--- config.mk ---
export PLATFORM = sky130hd
export DESIGN_NAME = tape_transport_speed_ramp
export DESIGN_NICKNAME = d
export VERILOG_FILES = /design/src/rtl/core/ttsr_pkg.sv /design/src/rtl/core/ttsr_div.sv /design/src/rtl/core/ttsr_fsm.sv /design/src/rtl/core/tape_transport_speed_ramp.sv
export SDC_FILE = /design/constraint.sdc
export NUM_CORES = 2
export LEC_CHECK = 0
export BUFFER_PORTS_ARGS = -buffer_cell sky130_fd_sc_hd__buf_2
export CAP_MARGIN = 40
export CORE_MARGIN = 4
export CORE_UTILIZATION = 63
export CTS_CLUSTER_SIZE = 24
export DETAILED_ROUTE_END_ITERATION = 8
export PLACE_DENSITY = 0.91
export SLEW_MARGIN = 20
export SYNTH_ARGS = -nofsm -noshare
export SYNTH_HDL_FRONTEND = slang
export SYNTH_SLANG_ARGS = --single-unit
--- constraint.sdc ---
create_clock -name clk -period 14.09 [get_ports clk]
set_clock_uncertainty 0.2 [all_clocks]
set_input_delay 1.409 -clock clk [delete_from_list [all_inputs] [get_ports clk]]
set_output_delay 1.409 -clock clk [all_outputs]
set_load 0.03 [all_outputs]
--- src/rtl/core/ttsr_pkg.sv ---
// shared types, constants and tables for the tape transport speed ramp
package ttsr_pkg;

	localparam int SPEED_W   = 22;
	localparam int CLOCK_W   = 24;
	localparam int ELAPSED_W = 48;
	localparam int ADJ_W     = 17;
	localparam int FRAC_W    = 32;
	localparam int STEP_BITS = 22;
	localparam int FRAC_TAB_W = 13;

	localparam logic [CLOCK_W-1:0] CLOCK_RESET   = 24'd3579545;
	localparam logic [CLOCK_W-1:0] SCALE_DIVISOR = 24'd25;
	localparam logic signed [SPEED_W-1:0] SPEED_LIMIT = 22'sd1310720;

	typedef enum logic [2:0] {
		CMD_TICK,
		CMD_LOAD,
		CMD_EJECT,
		CMD_PLAY,
		CMD_RECORD,
		CMD_STOP,
		CMD_REWIND,
		CMD_SPEED
	} cmd_t;

	typedef enum logic [3:0] {
		ST_IDLE,
		ST_CHECK,
		ST_DIV_STEP,
		ST_RAMP,
		ST_MUL,
		ST_SCALE_GO,
		ST_DIV_SCALE,
		ST_FIX,
		ST_TOTAL,
		ST_ACCUM,
		ST_DONE
	} state_t;

	typedef struct packed {
		logic accept;
		logic tick_go;
		logic sat;
		logic div_done;
		logic out_free;
	} fsm_in_t;

	typedef struct packed {
		logic in_ready;
		logic check;
		logic ramp;
		logic mul;
		logic scale;
		logic fix;
		logic total;
		logic accum;
		logic load_out;
		logic div_start;
		logic div_scale;
	} ctrl_t;

	// floor(r * 8192 / 25) for a remainder r below 25
	function automatic logic [FRAC_TAB_W-1:0] frac_tab(input logic [4:0] r);
		logic [FRAC_TAB_W-1:0] v;
		unique case (r)
			5'd0:  v = 13'd0;
			5'd1:  v = 13'd327;
			5'd2:  v = 13'd655;
			5'd3:  v = 13'd983;
			5'd4:  v = 13'd1310;
			5'd5:  v = 13'd1638;
			5'd6:  v = 13'd1966;
			5'd7:  v = 13'd2293;
			5'd8:  v = 13'd2621;
			5'd9:  v = 13'd2949;
			5'd10: v = 13'd3276;
			5'd11: v = 13'd3604;
			5'd12: v = 13'd3932;
			5'd13: v = 13'd4259;
			5'd14: v = 13'd4587;
			5'd15: v = 13'd4915;
			5'd16: v = 13'd5242;
			5'd17: v = 13'd5570;
			5'd18: v = 13'd5898;
			5'd19: v = 13'd6225;
			5'd20: v = 13'd6553;
			5'd21: v = 13'd6881;
			5'd22: v = 13'd7208;
			5'd23: v = 13'd7536;
			5'd24: v = 13'd7864;
			default: v = 13'd0;
		endcase
		return v;
	endfunction

endpackage

--- src/rtl/core/ttsr_div.sv ---
// shared restoring divider, two quotient bits per cycle
module ttsr_div import ttsr_pkg::*; #(
	parameter int DW = 38
) (
	input  logic                         clk,
	input  logic                         arst_n,
	input  logic                         start,
	input  logic [CLOCK_W-1:0]           rem_init,
	input  logic [DW-1:0]                quo_init,
	input  logic [CLOCK_W-1:0]           divisor,
	input  logic [$clog2(DW/2+1)-1:0]    steps,
	output logic                         done,
	output logic [DW-1:0]                quo,
	output logic [CLOCK_W-1:0]           rem
);

	localparam int CNT_W = $clog2(DW/2 + 1);

	logic [CLOCK_W-1:0] rem_q;
	logic [CLOCK_W-1:0] div_q;
	logic [DW-1:0]      quo_q;
	logic [CNT_W-1:0]   cnt_q;
	logic               busy_q;
	logic               done_q;

	logic [CLOCK_W:0]   t1;
	logic [CLOCK_W:0]   t2;
	logic               ge1;
	logic               ge2;
	logic [CLOCK_W-1:0] r1;
	logic [CLOCK_W-1:0] r2;

	always_comb begin
		t1  = {rem_q, quo_q[DW-1]};
		ge1 = t1 >= {1'b0, div_q};
		r1  = ge1 ? CLOCK_W'(t1 - {1'b0, div_q}) : t1[CLOCK_W-1:0];
		t2  = {r1, quo_q[DW-2]};
		ge2 = t2 >= {1'b0, div_q};
		r2  = ge2 ? CLOCK_W'(t2 - {1'b0, div_q}) : t2[CLOCK_W-1:0];
	end

	always_ff @(posedge clk or negedge arst_n) begin
		if (!arst_n) begin
			busy_q <= 1'b0;
			done_q <= 1'b0;
			cnt_q  <= '0;
		end else if (start) begin
			busy_q <= 1'b1;
			done_q <= 1'b0;
			cnt_q  <= steps;
		end else if (busy_q) begin
			cnt_q <= cnt_q - CNT_W'(1);
			if (cnt_q == CNT_W'(1)) begin
				busy_q <= 1'b0;
				done_q <= 1'b1;
			end
		end else begin
			done_q <= 1'b0;
		end
	end

	always_ff @(posedge clk) begin
		if (start) begin
			rem_q <= rem_init;
			quo_q <= quo_init;
			div_q <= divisor;
		end else if (busy_q) begin
			rem_q <= r2;
			quo_q <= {quo_q[DW-3:0], ge1, ge2};
		end
	end

	assign done = done_q;
	assign quo  = quo_q;
	assign rem  = rem_q;

endmodule

--- src/rtl/core/ttsr_fsm.sv ---
// sequencer for one transport command
module ttsr_fsm import ttsr_pkg::*; (
	input  logic    clk,
	input  logic    arst_n,
	input  fsm_in_t ev,
	output ctrl_t   ctrl
);

	state_t state_q;
	state_t state_d;

	always_comb begin
		state_d = state_q;
		unique case (state_q)
			ST_IDLE: begin
				if (ev.accept) begin
					state_d = ev.tick_go ? ST_CHECK : ST_DONE;
				end
			end
			ST_CHECK:     state_d = ev.sat ? ST_RAMP : ST_DIV_STEP;
			ST_DIV_STEP:  state_d = ev.div_done ? ST_RAMP : ST_DIV_STEP;
			ST_RAMP:      state_d = ST_MUL;
			ST_MUL:       state_d = ST_SCALE_GO;
			ST_SCALE_GO:  state_d = ST_DIV_SCALE;
			ST_DIV_SCALE: state_d = ev.div_done ? ST_FIX : ST_DIV_SCALE;
			ST_FIX:       state_d = ST_TOTAL;
			ST_TOTAL:     state_d = ST_ACCUM;
			ST_ACCUM:     state_d = ST_DONE;
			ST_DONE:      state_d = ev.out_free ? ST_IDLE : ST_DONE;
			default:      state_d = ST_IDLE;
		endcase
	end

	always_comb begin
		ctrl           = '0;
		ctrl.in_ready  = state_q == ST_IDLE;
		ctrl.check     = state_q == ST_CHECK;
		ctrl.ramp      = state_q == ST_RAMP;
		ctrl.mul       = state_q == ST_MUL;
		ctrl.scale     = state_q == ST_SCALE_GO;
		ctrl.fix       = state_q == ST_FIX;
		ctrl.total     = state_q == ST_TOTAL;
		ctrl.accum     = state_q == ST_ACCUM;
		ctrl.load_out  = (state_q == ST_DONE) && ev.out_free;
		ctrl.div_start = ((state_q == ST_CHECK) && !ev.sat) || (state_q == ST_SCALE_GO);
		ctrl.div_scale = state_q == ST_SCALE_GO;
	end

	always_ff @(posedge clk or negedge arst_n) begin
		if (!arst_n) begin
			state_q <= ST_IDLE;
		end else begin
			state_q <= state_d;
		end
	end

endmodule

--- src/rtl/core/tape_transport_speed_ramp.sv ---
// top level of the speed-ramped cassette transport
// every command but a running tick goes from its input beat straight to the done state;
// a running tick goes through check, step division (skipped if the ramp step saturates),
// ramp, multiply, scale division, fix, total and accumulate before reaching done
// one command at a time; the next beat is taken once the previous result sits in the output
// register; arst_n clears flags, counts and speeds and loads master_clock_hz with 3579545
module tape_transport_speed_ramp import ttsr_pkg::*; #(
	parameter int CYCLE_BITS = 16
) (
	input  logic        clk,
	input  logic        arst_n,
	input  logic        s_tvalid,
	output logic        s_tready,
	input  logic [39:0] s_tdata,   // cycles[15:0], motor_on[16], speed_request[38:17]
	input  logic [2:0]  s_tuser,   // cmd[2:0]
	output logic        m_tvalid,
	input  logic        m_tready,
	output logic [95:0] m_tdata,   // adjusted_cycles[16:0], elapsed_cycles[64:17],
	                               // is_loaded[65], is_running[66], is_recording[67],
	                               // audio_level[69:68], effective_speed[91:70]
	input  logic        cfg_we,
	input  logic [23:0] cfg_wdata
);

	localparam int PW    = CYCLE_BITS + 22;
	localparam int DW    = PW + (PW % 2);
	localparam int TW    = DW + 15;
	localparam int CNT_W = $clog2(DW/2 + 1);
	localparam int AW    = CYCLE_BITS + 1;

	// state
	logic [CLOCK_W-1:0]          clk_q;
	logic                        loaded_q;
	logic                        running_q;
	logic                        recording_q;
	logic [ELAPSED_W-1:0]        elapsed_q;
	logic [FRAC_W-1:0]           frac_q;
	logic signed [SPEED_W-1:0]   cur_q;
	logic signed [SPEED_W-1:0]   tgt_q;

	// work registers
	logic [CYCLE_BITS-1:0]       cyc_q;
	logic                        motor_q;
	logic                        sat_q;
	logic signed [SPEED_W:0]     sum_q;
	logic signed [PW:0]          prod_q;
	logic                        neg_q;
	logic [DW+13:0]              addend_q;
	logic [AW-1:0]               adj_q;
	logic                        m_tvalid_q;
	logic [95:0]                 m_tdata_q;

	fsm_in_t ev;
	ctrl_t   ctrl;

	logic                        accept;
	cmd_t                        cmd_in;
	logic                        motor_in;
	logic signed [SPEED_W-1:0]   req_in;
	logic signed [SPEED_W-1:0]   req_clamped;
	logic [CYCLE_BITS-1:0]       cyc_in;
	logic [CLOCK_W-1:0]          clk_eff;
	logic [CYCLE_BITS+2:0]       cyc5;
	logic [CYCLE_BITS-1:0]       cyc5_hi;
	logic                        sat;

	logic                        div_done;
	logic [DW-1:0]               div_quo;
	logic [CLOCK_W-1:0]          div_rem;
	logic [CLOCK_W-1:0]          div_rem_init;
	logic [DW-1:0]               div_quo_init;
	logic [CLOCK_W-1:0]          div_divisor;
	logic [CNT_W-1:0]            div_steps;

	logic [STEP_BITS-1:0]        step;
	logic signed [SPEED_W+1:0]   cur_w;
	logic signed [SPEED_W+1:0]   tgt_w;
	logic signed [SPEED_W+1:0]   up_w;
	logic signed [SPEED_W+1:0]   dn_w;
	logic signed [SPEED_W-1:0]   cur_next;
	logic signed [SPEED_W:0]     sum_next;

	logic signed [CYCLE_BITS+23:0] prod_full;
	logic [PW:0]                 mag;

	logic [4:0]                  rem5;
	logic [4:0]                  rsel;
	logic [DW:0]                 q_ext;
	logic [DW:0]                 a_val;

	logic signed [TW-1:0]        total;
	logic [AW-1:0]               adj_next;
	logic [FRAC_W-1:0]           frac_next;
	logic [ELAPSED_W:0]          elapsed_sum;

	// input decode
	always_comb begin
		cmd_in   = cmd_t'(s_tuser);
		motor_in = s_tdata[16];
		req_in   = $signed(s_tdata[38:17]);
		cyc_in   = CYCLE_BITS'({24'd0, s_tdata[15:0]});
		accept   = s_tvalid && ctrl.in_ready;
		if (req_in > SPEED_LIMIT) begin
			req_clamped = SPEED_LIMIT;
		end else if (req_in < -SPEED_LIMIT) begin
			req_clamped = -SPEED_LIMIT;
		end else begin
			req_clamped = req_in;
		end
	end

	// ramp step bound: floor(cycles * 5 * 2^19 / clock)
	always_comb begin
		clk_eff = (clk_q == '0) ? CLOCK_W'(1) : clk_q;
		cyc5    = (CYCLE_BITS+3)'({cyc_q, 2'b00}) + (CYCLE_BITS+3)'(cyc_q);
		cyc5_hi = cyc5[CYCLE_BITS+2:3];
		sat     = CLOCK_W'(cyc5_hi) >= clk_eff;
	end

	always_comb begin
		mag = prod_q[PW] ? (PW+1)'(0) - prod_q : prod_q;
		if (ctrl.div_scale) begin
			div_rem_init = '0;
			div_quo_init = DW'(mag[PW-1:0]);
			div_divisor  = SCALE_DIVISOR;
			div_steps    = CNT_W'(DW/2);
		end else begin
			div_rem_init = CLOCK_W'(cyc5_hi);
			div_quo_init = {cyc5[2:0], {(DW-3){1'b0}}};
			div_divisor  = clk_eff;
			div_steps    = CNT_W'(STEP_BITS/2);
		end
	end

	// speed ramp toward the target, never past it
	always_comb begin
		step  = sat_q ? '1 : div_quo[STEP_BITS-1:0];
		cur_w = {{2{cur_q[SPEED_W-1]}}, cur_q};
		tgt_w = {{2{tgt_q[SPEED_W-1]}}, tgt_q};
		up_w  = cur_w + $signed({2'b00, step});
		dn_w  = cur_w - $signed({2'b00, step});
		priority if (cur_q < tgt_q) begin
			cur_next = (up_w > tgt_w) ? tgt_q : up_w[SPEED_W-1:0];
		end else if (cur_q > tgt_q) begin
			cur_next = (dn_w < tgt_w) ? tgt_q : dn_w[SPEED_W-1:0];
		end else begin
			cur_next = cur_q;
		end
		sum_next = {cur_q[SPEED_W-1], cur_q} + {cur_next[SPEED_W-1], cur_next};
	end

	assign prod_full = $signed({1'b0, cyc_q}) * sum_q;

	// floor division by 25 rebuilt from the magnitude quotient and remainder
	always_comb begin
		rem5  = div_rem[4:0];
		q_ext = {1'b0, div_quo};
		if (!neg_q) begin
			a_val = q_ext;
			rsel  = rem5;
		end else if (rem5 == 5'd0) begin
			a_val = (DW+1)'(0) - q_ext;
			rsel  = rem5;
		end else begin
			a_val = ~q_ext;
			rsel  = 5'd25 - rem5;
		end
	end

	always_comb begin
		total = $signed({{(TW-CYCLE_BITS-32){1'b0}}, cyc_q, frac_q})
		      + $signed({addend_q[DW+13], addend_q});
		if (total[TW-1]) begin
			adj_next  = '0;
			frac_next = '0;
		end else begin
			adj_next  = total[CYCLE_BITS+32:32];
			frac_next = total[31:0];
		end
		elapsed_sum = {1'b0, elapsed_q} + (ELAPSED_W+1)'(adj_q);
	end

	always_comb begin
		ev.accept   = accept;
		ev.tick_go  = (cmd_in == CMD_TICK) && running_q && motor_in;
		ev.sat      = sat;
		ev.div_done = div_done;
		ev.out_free = !m_tvalid_q || m_tready;
	end

	ttsr_fsm u_fsm (
		.clk    (clk),
		.arst_n (arst_n),
		.ev     (ev),
		.ctrl   (ctrl)
	);

	ttsr_div #(
		.DW (DW)
	) u_div (
		.clk      (clk),
		.arst_n   (arst_n),
		.start    (ctrl.div_start),
		.rem_init (div_rem_init),
		.quo_init (div_quo_init),
		.divisor  (div_divisor),
		.steps    (div_steps),
		.done     (div_done),
		.quo      (div_quo),
		.rem      (div_rem)
	);

	always_ff @(posedge clk or negedge arst_n) begin
		if (!arst_n) begin
			clk_q       <= CLOCK_RESET;
			loaded_q    <= 1'b0;
			running_q   <= 1'b0;
			recording_q <= 1'b0;
			elapsed_q   <= '0;
			frac_q      <= '0;
			cur_q       <= '0;
			tgt_q       <= '0;
			m_tvalid_q  <= 1'b0;
		end else begin
			if (cfg_we) begin
				clk_q <= cfg_wdata;
			end
			if (accept) begin
				unique case (cmd_in)
					CMD_TICK: begin
					end
					CMD_LOAD: begin
						loaded_q <= 1'b1;
					end
					CMD_EJECT: begin
						loaded_q    <= 1'b0;
						running_q   <= 1'b0;
						recording_q <= 1'b0;
						elapsed_q   <= '0;
						frac_q      <= '0;
					end
					CMD_PLAY: begin
						if (loaded_q) begin
							running_q <= 1'b1;
							elapsed_q <= '0;
							frac_q    <= '0;
						end
					end
					CMD_RECORD: begin
						if (loaded_q) begin
							running_q   <= 1'b1;
							recording_q <= 1'b1;
							elapsed_q   <= '0;
							frac_q      <= '0;
						end
					end
					CMD_STOP: begin
						running_q   <= 1'b0;
						recording_q <= 1'b0;
					end
					CMD_REWIND: begin
						elapsed_q <= '0;
						frac_q    <= '0;
					end
					CMD_SPEED: begin
						tgt_q <= req_clamped;
					end
					default: begin
					end
				endcase
			end
			if (ctrl.ramp) begin
				cur_q <= cur_next;
			end
			if (ctrl.total) begin
				frac_q <= frac_next;
			end
			if (ctrl.accum) begin
				elapsed_q <= elapsed_sum[ELAPSED_W] ? '1 : elapsed_sum[ELAPSED_W-1:0];
			end
			if (ctrl.load_out) begin
				m_tvalid_q <= 1'b1;
			end else if (m_tready) begin
				m_tvalid_q <= 1'b0;
			end
		end
	end

	always_ff @(posedge clk) begin
		if (accept) begin
			cyc_q   <= cyc_in;
			motor_q <= motor_in;
			adj_q   <= '0;
		end
		if (ctrl.check) begin
			sat_q <= sat;
		end
		if (ctrl.ramp) begin
			sum_q <= sum_next;
		end
		if (ctrl.mul) begin
			prod_q <= prod_full[PW:0];
		end
		if (ctrl.scale) begin
			neg_q <= prod_q[PW];
		end
		if (ctrl.fix) begin
			addend_q <= {a_val, frac_tab(rsel)};
		end
		if (ctrl.total) begin
			adj_q <= adj_next;
		end
		if (ctrl.load_out) begin
			m_tdata_q <= {4'd0, cur_q, 1'b0, running_q & motor_q, recording_q, running_q,
			              loaded_q, elapsed_q, ADJ_W'({{16{1'b0}}, adj_q})};
		end
	end

	assign s_tready = ctrl.in_ready;
	assign m_tvalid = m_tvalid_q;
	assign m_tdata  = m_tdata_q;

	a_speed_range: assert property (@(posedge clk) disable iff (!arst_n)
		(cur_q <= SPEED_LIMIT) && (cur_q >= -SPEED_LIMIT))
		else $error("effective speed out of range");

	a_target_range: assert property (@(posedge clk) disable iff (!arst_n)
		(tgt_q <= SPEED_LIMIT) && (tgt_q >= -SPEED_LIMIT))
		else $error("target speed out of range");

	a_rec_running: assert property (@(posedge clk) disable iff (!arst_n)
		recording_q |-> running_q)
		else $error("recording without running");

	a_running_loaded: assert property (@(posedge clk) disable iff (!arst_n)
		running_q |-> loaded_q)
		else $error("running without tape");

	a_result_shown: assert property (@(posedge clk) disable iff (!arst_n)
		ctrl.load_out |=> m_tvalid)
		else $error("finished result not presented");

endmodule
* Word level (Yosys, flattened, before mapping)
Memories as Yosys holds them, arrays and structs flattened. A register that Yosys moved wholly into a read port is not among the register bits.
Index checks and enable logic that the tools add are counted.
** Storage, ports and cells
- Memories :: 1
- Output and inout bits :: 98
- Register bits :: 490
- Bits of input ports :: 72
- ROM bits :: 416
** Memory list
- (name not given) :: depth 32, width 13, read ports 1, clocked after memory_dff 1, write ports 0, RTL line ttsr_pkg.sv:66 : unique case (r)
** Operators by class
- Add/sub/neg operators :: 12
- Reduce and logical (&&, ||, !) cells :: 31
- $mul :: 1
- Bitwise logic cells :: 2
- Multiplexer cells :: 56
- Equal/unequal tests :: 24
- Magnitude comparators :: 9
** Operator list (count)
- $mux W48 :: 4
- $mux W38 :: 5
- $mux W22 :: 7
- $mux W32 :: 4
- $mux W24 :: 5
- $pmux W48 S2 :: 1
- $pmux W32 S2 :: 1
- $add A49 B52 Y53 :: 1
- $mux W17 :: 3
- $ge A25 B24 Y1 :: 2
- $add A48 B17 Y49 :: 1
- $sub A24 B24 Y24 :: 2
- $pmux W4 S11 :: 1
- $mul A17 B23 Y39 :: 1
- $mux W39 :: 1
- $not A38 Y39 :: 1
- $sub A1 B38 Y39 const A :: 1
- $sub A1 B38 Y38 const A :: 1
- $mux W5 :: 5
- $add A22 B23 Y24 :: 1
- $ge A16 B24 Y1 :: 1
- $gt A24 B22 Y1 :: 1
- $logic_not A24 Y1 :: 1
- $lt A24 B22 Y1 :: 1
- other kinds (37) :: 83

* Logic depth before layout (Yosys ltp)
- Depth in word-level cells :: 7
- Depth in mapped cells :: 37

* By module
A second synthesis with hierarchy kept.
** Unflattened totals
- Cells, all modules :: 4927
- Area, all modules :: 46950.0 sq um
** By module, submodules not included
- tape_transport_speed_ramp :: seq. area each 11056.9 sq um, area an instance 39821.9 sq um, instances 1, cells each 4221
- ttsr_div :: seq. area each 2757.6 sq um, area an instance 6756.5 sq um, instances 1, cells each 659
- ttsr_fsm :: seq. area each 100.1 sq um, area an instance 371.6 sq um, instances 1, cells each 47

* Worst setup path after synthesis
OpenSTA, ideal clock, no wires.
- Kind :: input to register
- From :: input m_tready
- To :: register m_tdata_q[0] (netlist: m_tdata[0]) (enable)
- Slack :: 5112 ps
- Library setup time :: 671 ps
- Arrival time :: 8107 ps
- Stages on the path :: 2
- Path buffers :: 0
- Cell sequence :: nand2b_1 > nor3b_1
** RTL lines
- start: declaration :: RTL line tape_transport_speed_ramp.sv:17 : input logic m_tready,
- end signal: assignment :: RTL line tape_transport_speed_ramp.sv:314 : m_tdata_q <= {4'd0, cur_q, 1'b0, running_q & motor_q, recording_q, running_q,
- end: declaration :: RTL line tape_transport_speed_ramp.sv:51 : logic [95:0] m_tdata_q;

* Worst setup path after layout
- From :: register sat_q
- To :: register sum_q[22], data pin
** Between the ends
- Cells in the longest elaborated chain, start to end :: 7
** Ends and longest elaborated chain
- start: declaration :: RTL line tape_transport_speed_ramp.sv:44 : logic sat_q;
- start signal: assignment :: RTL line tape_transport_speed_ramp.sv:296 : sat_q <= sat;
- $mux W22 (*) :: RTL line tape_transport_speed_ramp.sv:137 : step = sat_q ? '1 : div_quo[STEP_BITS-1:0];
- $sub A22 B23 Y24 :: RTL line tape_transport_speed_ramp.sv:141 : dn_w = cur_w - $signed({2'b00, step});
- $lt A24 B22 Y1 :: RTL line tape_transport_speed_ramp.sv:145 : cur_next = (dn_w < tgt_w) ? tgt_q : dn_w[SPEED_W-1:0];
- $mux W22 :: RTL line tape_transport_speed_ramp.sv:145
- $mux W22 :: RTL line tape_transport_speed_ramp.sv:144 : end else if (cur_q > tgt_q) begin
- $mux W22 (*) :: RTL line tape_transport_speed_ramp.sv:142 : priority if (cur_q < tgt_q) begin
- net cur_next[0] :: RTL line tape_transport_speed_ramp.sv:80 : logic signed [SPEED_W-1:0] cur_next;
- $add A22 B22 Y23 (*) :: RTL line tape_transport_speed_ramp.sv:149 : sum_next = {cur_q[SPEED_W-1], cur_q} + {cur_next[SPEED_W-1], cur_next};
- net sum_next[22] :: RTL line tape_transport_speed_ramp.sv:81 : logic signed [SPEED_W:0] sum_next;
- end signal: assignment :: RTL line tape_transport_speed_ramp.sv:299 : sum_q <= sum_next;
- end: declaration :: RTL line tape_transport_speed_ramp.sv:45 : logic signed [SPEED_W:0] sum_q;
Mark *: on every way through the listed nets, which the timed path passes. The rest lies on a longest branch.
A chain may end at the register's enable or synchronous reset.

==> summary.txt <==
fmax: 102 MHz
critical path fanouts, max: 34
FF-to-FF path depth: 35
Core ar.: 0.0720 sq mm
CTS Buffer Depth: 3
initial core utilization: 64.0%
period utilization: 69.7%
Placer Congestion: 0.966
Primary FF master, synth: edfxtp_1
Reg-to-Reg Start: sat_q$_DFFE_PP_
Area Growth Syn to Fin: 7.86%
worst-skew pair later-pin latency: 640 ps
initial antenna violation count: 2
Netlist Area Pre-Place: 0.0461 sq mm
layout cells sized above 1: 8.66%
filler cell count: 5,042
M3 GR Usage: 5.56%
Seq. cell area: 0.0139 sq mm
Site Rows: 98
hold path depth: 0
GR Util met2: 53.3%
DRC violations left: 0
max-slew violations: 0
DRT Pass-1 Iters: 8
# clock sinks: 490
die area: 0.0775 sq mm
most common cell after layout, fill and taps aside: inv_1
share of Yosys cell area claimed by the top area cell type: 21.3%
Min-Delay Path Class: flop to flop
Layout Cells excl Fill: 5,941
most frequent cells in the layout: inv_1, nand2_1, ha_1, fa_1, edfxtp_1
Die Height: 278 um
worst-margin pin slew: 965 ps
maximum number of pins on one net before global-route repair: 71
clock-pin slew on the worst setup and hold paths: 70 ps
die width: 278 um
Clk Tree Root Cell: clkbuf_16
flop-to-flop setup slack: 4270 ps
GRT Total Usage: 31.3%
CP peak stage delay: 670 ps
Ports: 170
Final #Nets: 5,785
CTS tree: done
area occupied by multi-input gates: 0.0293 sq mm
Max Cap Viol: 0
Hold Path Origin: adj_q[7]$_SDFFCE_PP0P_
mean post-synth cell area: 9.49 sq um
Yosys cell types: 88
unrepaired setup endpoints after global routing: no
Top Usage Layer GRT: met2
register area share after synthesis: 30.2%
Antenna Nets Post-Route: 0
WS Path Type: flop to flop
Hold-fix buffers, CTS: 0
CTS Buf Count: 49
Setup crit start kind: flop
outcome: complete, no violations
routed len/inst: 20.8 um
via count: 37,800
WP data required: 14,370 ps
Synth area leader: edfxtp_1
Post-Syn Instances: 4,855
Yosys Warn Count: 0
# port buffers: 163
Post-synth EDFFs: 327
setup TNS: 0 ps
grt total ovfl: 0
n_diodes: 0
relative slew slack: 35.7%
crit end category: flop
DP Wirelength: 92.0 mm
Crit Reg-Reg Endpoint: sum_q[22]$_DFFE_PP_
Post-CTS Resized: 0
minimum clock period: 9820 ps
DRT iter0 DRCs: 4,214
final hold vios: 0
Post-synth ARST share: 33.3%
leading post-synthesis cells by cell area: edfxtp_1, fa_1, ha_1
Worst EP arrival: 10,100 ps
postcts setup bufs: 0
Crit-path slowest cell: edfxtp_1
M1 GR Usage: 39.4%
vias in the first global route: 38,300
Synth Register Bits: 490
first-pass GRT wire length: 198 mm
Final setup viols: 0
Hold Path End: m_tdata[7]$_DFFE_PP_
vias per inst: 6.36
dpl cells: 5,845
WL final: 124 mm
H-tree depth: 2
## state kept, by name, summed over array words and instances, names as in the netlist, 32 cells and up
signal	cells
u_div.quo	38
elapsed_q	48
prod_q	39
frac_q	32
m_tdata	91
addend_q	52
## worst max-delay path by stage
stage                          startpoint                   end  slack (ps)
after global routing      sat_q$_DFFE_PP_   sum_q[22]$_DFFE_PP_        3700
after CTS                 sat_q$_DFFE_PP_   sum_q[22]$_DFFE_PP_        4440
after floorplan                  m_tready  m_tdata[0]$_DFFE_PP_        5110
after detailed placement  sat_q$_DFFE_PP_   sum_q[22]$_DFFE_PP_        4520
final                     sat_q$_DFFE_PP_   sum_q[22]$_DFFE_PP_        4270
after global placement    sat_q$_DFFE_PP_   sum_q[20]$_DFFE_PP_        4910
## worst max-delay path, delay by kind of cell (launching register included)
kind	cells	cell delay, ps
AO/OA/AOI/OAI	18	4690
XOR/XNOR	1	100
adder cells (fa/ha/maj)	5	1610
buffers and inverters	2	540
flip-flops	1	670
multiplexers	1	130
AND/OR/NAND/NOR	8	1720
## cells in the mapped netlist, drive strengths merged, types with 11 or more instances
| cell | n |
|---|---|
| nor2 | 249 |
| o211ai | 26 |
| nand4 | 40 |
| dfrtp | 150 |
| a31o | 15 |
| a311oi | 14 |
| edfxtp | 327 |
| and2 | 187 |
| or3 | 43 |
| o31ai | 48 |
| o21bai | 42 |
| or4 | 15 |
| a21oi | 276 |
| or2 | 36 |
| xnor2 | 184 |
| mux2i | 40 |
| o41ai | 11 |
| a21o | 100 |
| clkbuf | 166 |
| o21ai | 256 |
| fa | 366 |
| nand2b | 39 |
| a31oi | 41 |
| ha | 397 |
| nor3 | 64 |
| nor2b | 32 |
| o21a | 43 |
| nand2 | 529 |
| mux2 | 35 |
| o22ai | 30 |
| nor4 | 32 |
| buf | 14 |
| a211oi | 43 |
| a22o | 42 |
| and3 | 32 |
| nand3 | 78 |
| inv | 587 |
| xor2 | 97 |
| dfstp | 13 |
## routing by layer
layer	part of all wire, %	routed length [um]	vias to the layer above
li1	-	-	16900
met1	37	45700	18300
met2	49	60200	2102
met3	9.2	11300	485
met4	5.1	6320	4
met5	0.017	21	-
## per-stage QoR
stage	utilization, %	hold WS, ps	instance area [sq um]	setup WS (ps)
global placement	66.4	239	47800	4910
finish	69.1	267	49700	4270
detailed placement	66.6	248	47900	4520
CTS	69.0	265	49600	4440
floorplan	-	224	46100	5110
global route	69.1	272	49700	3700
## cell families after synthesis
family,after synthesis,share of synthesized area (%)
and+or+nand+nor,1397,14.6
AOI/OAI and AO/OA,1081,15.1
buffers and inverters,767,6.29
adders and majority gates,763,26.7
DFF,490,30.2
xor gates and xnor gates,281,5.34
muxes,75,1.72
other,1,0.00814
## layout make-up
type | count | share of cell area, %
multi-input cells | 3602 | 59.0
flip-flops and latches | 490 | 28.0
inverters | 587 | 4.43
clock buffers | 65 | 2.71
repair buffers | 220 | 2.71
well taps | 950 | 2.39
clock inverters | 27 | 0.750
Power is not shown: default switching activity piles up to over one toggle a cycle in this logic, so the estimate is an artifact.
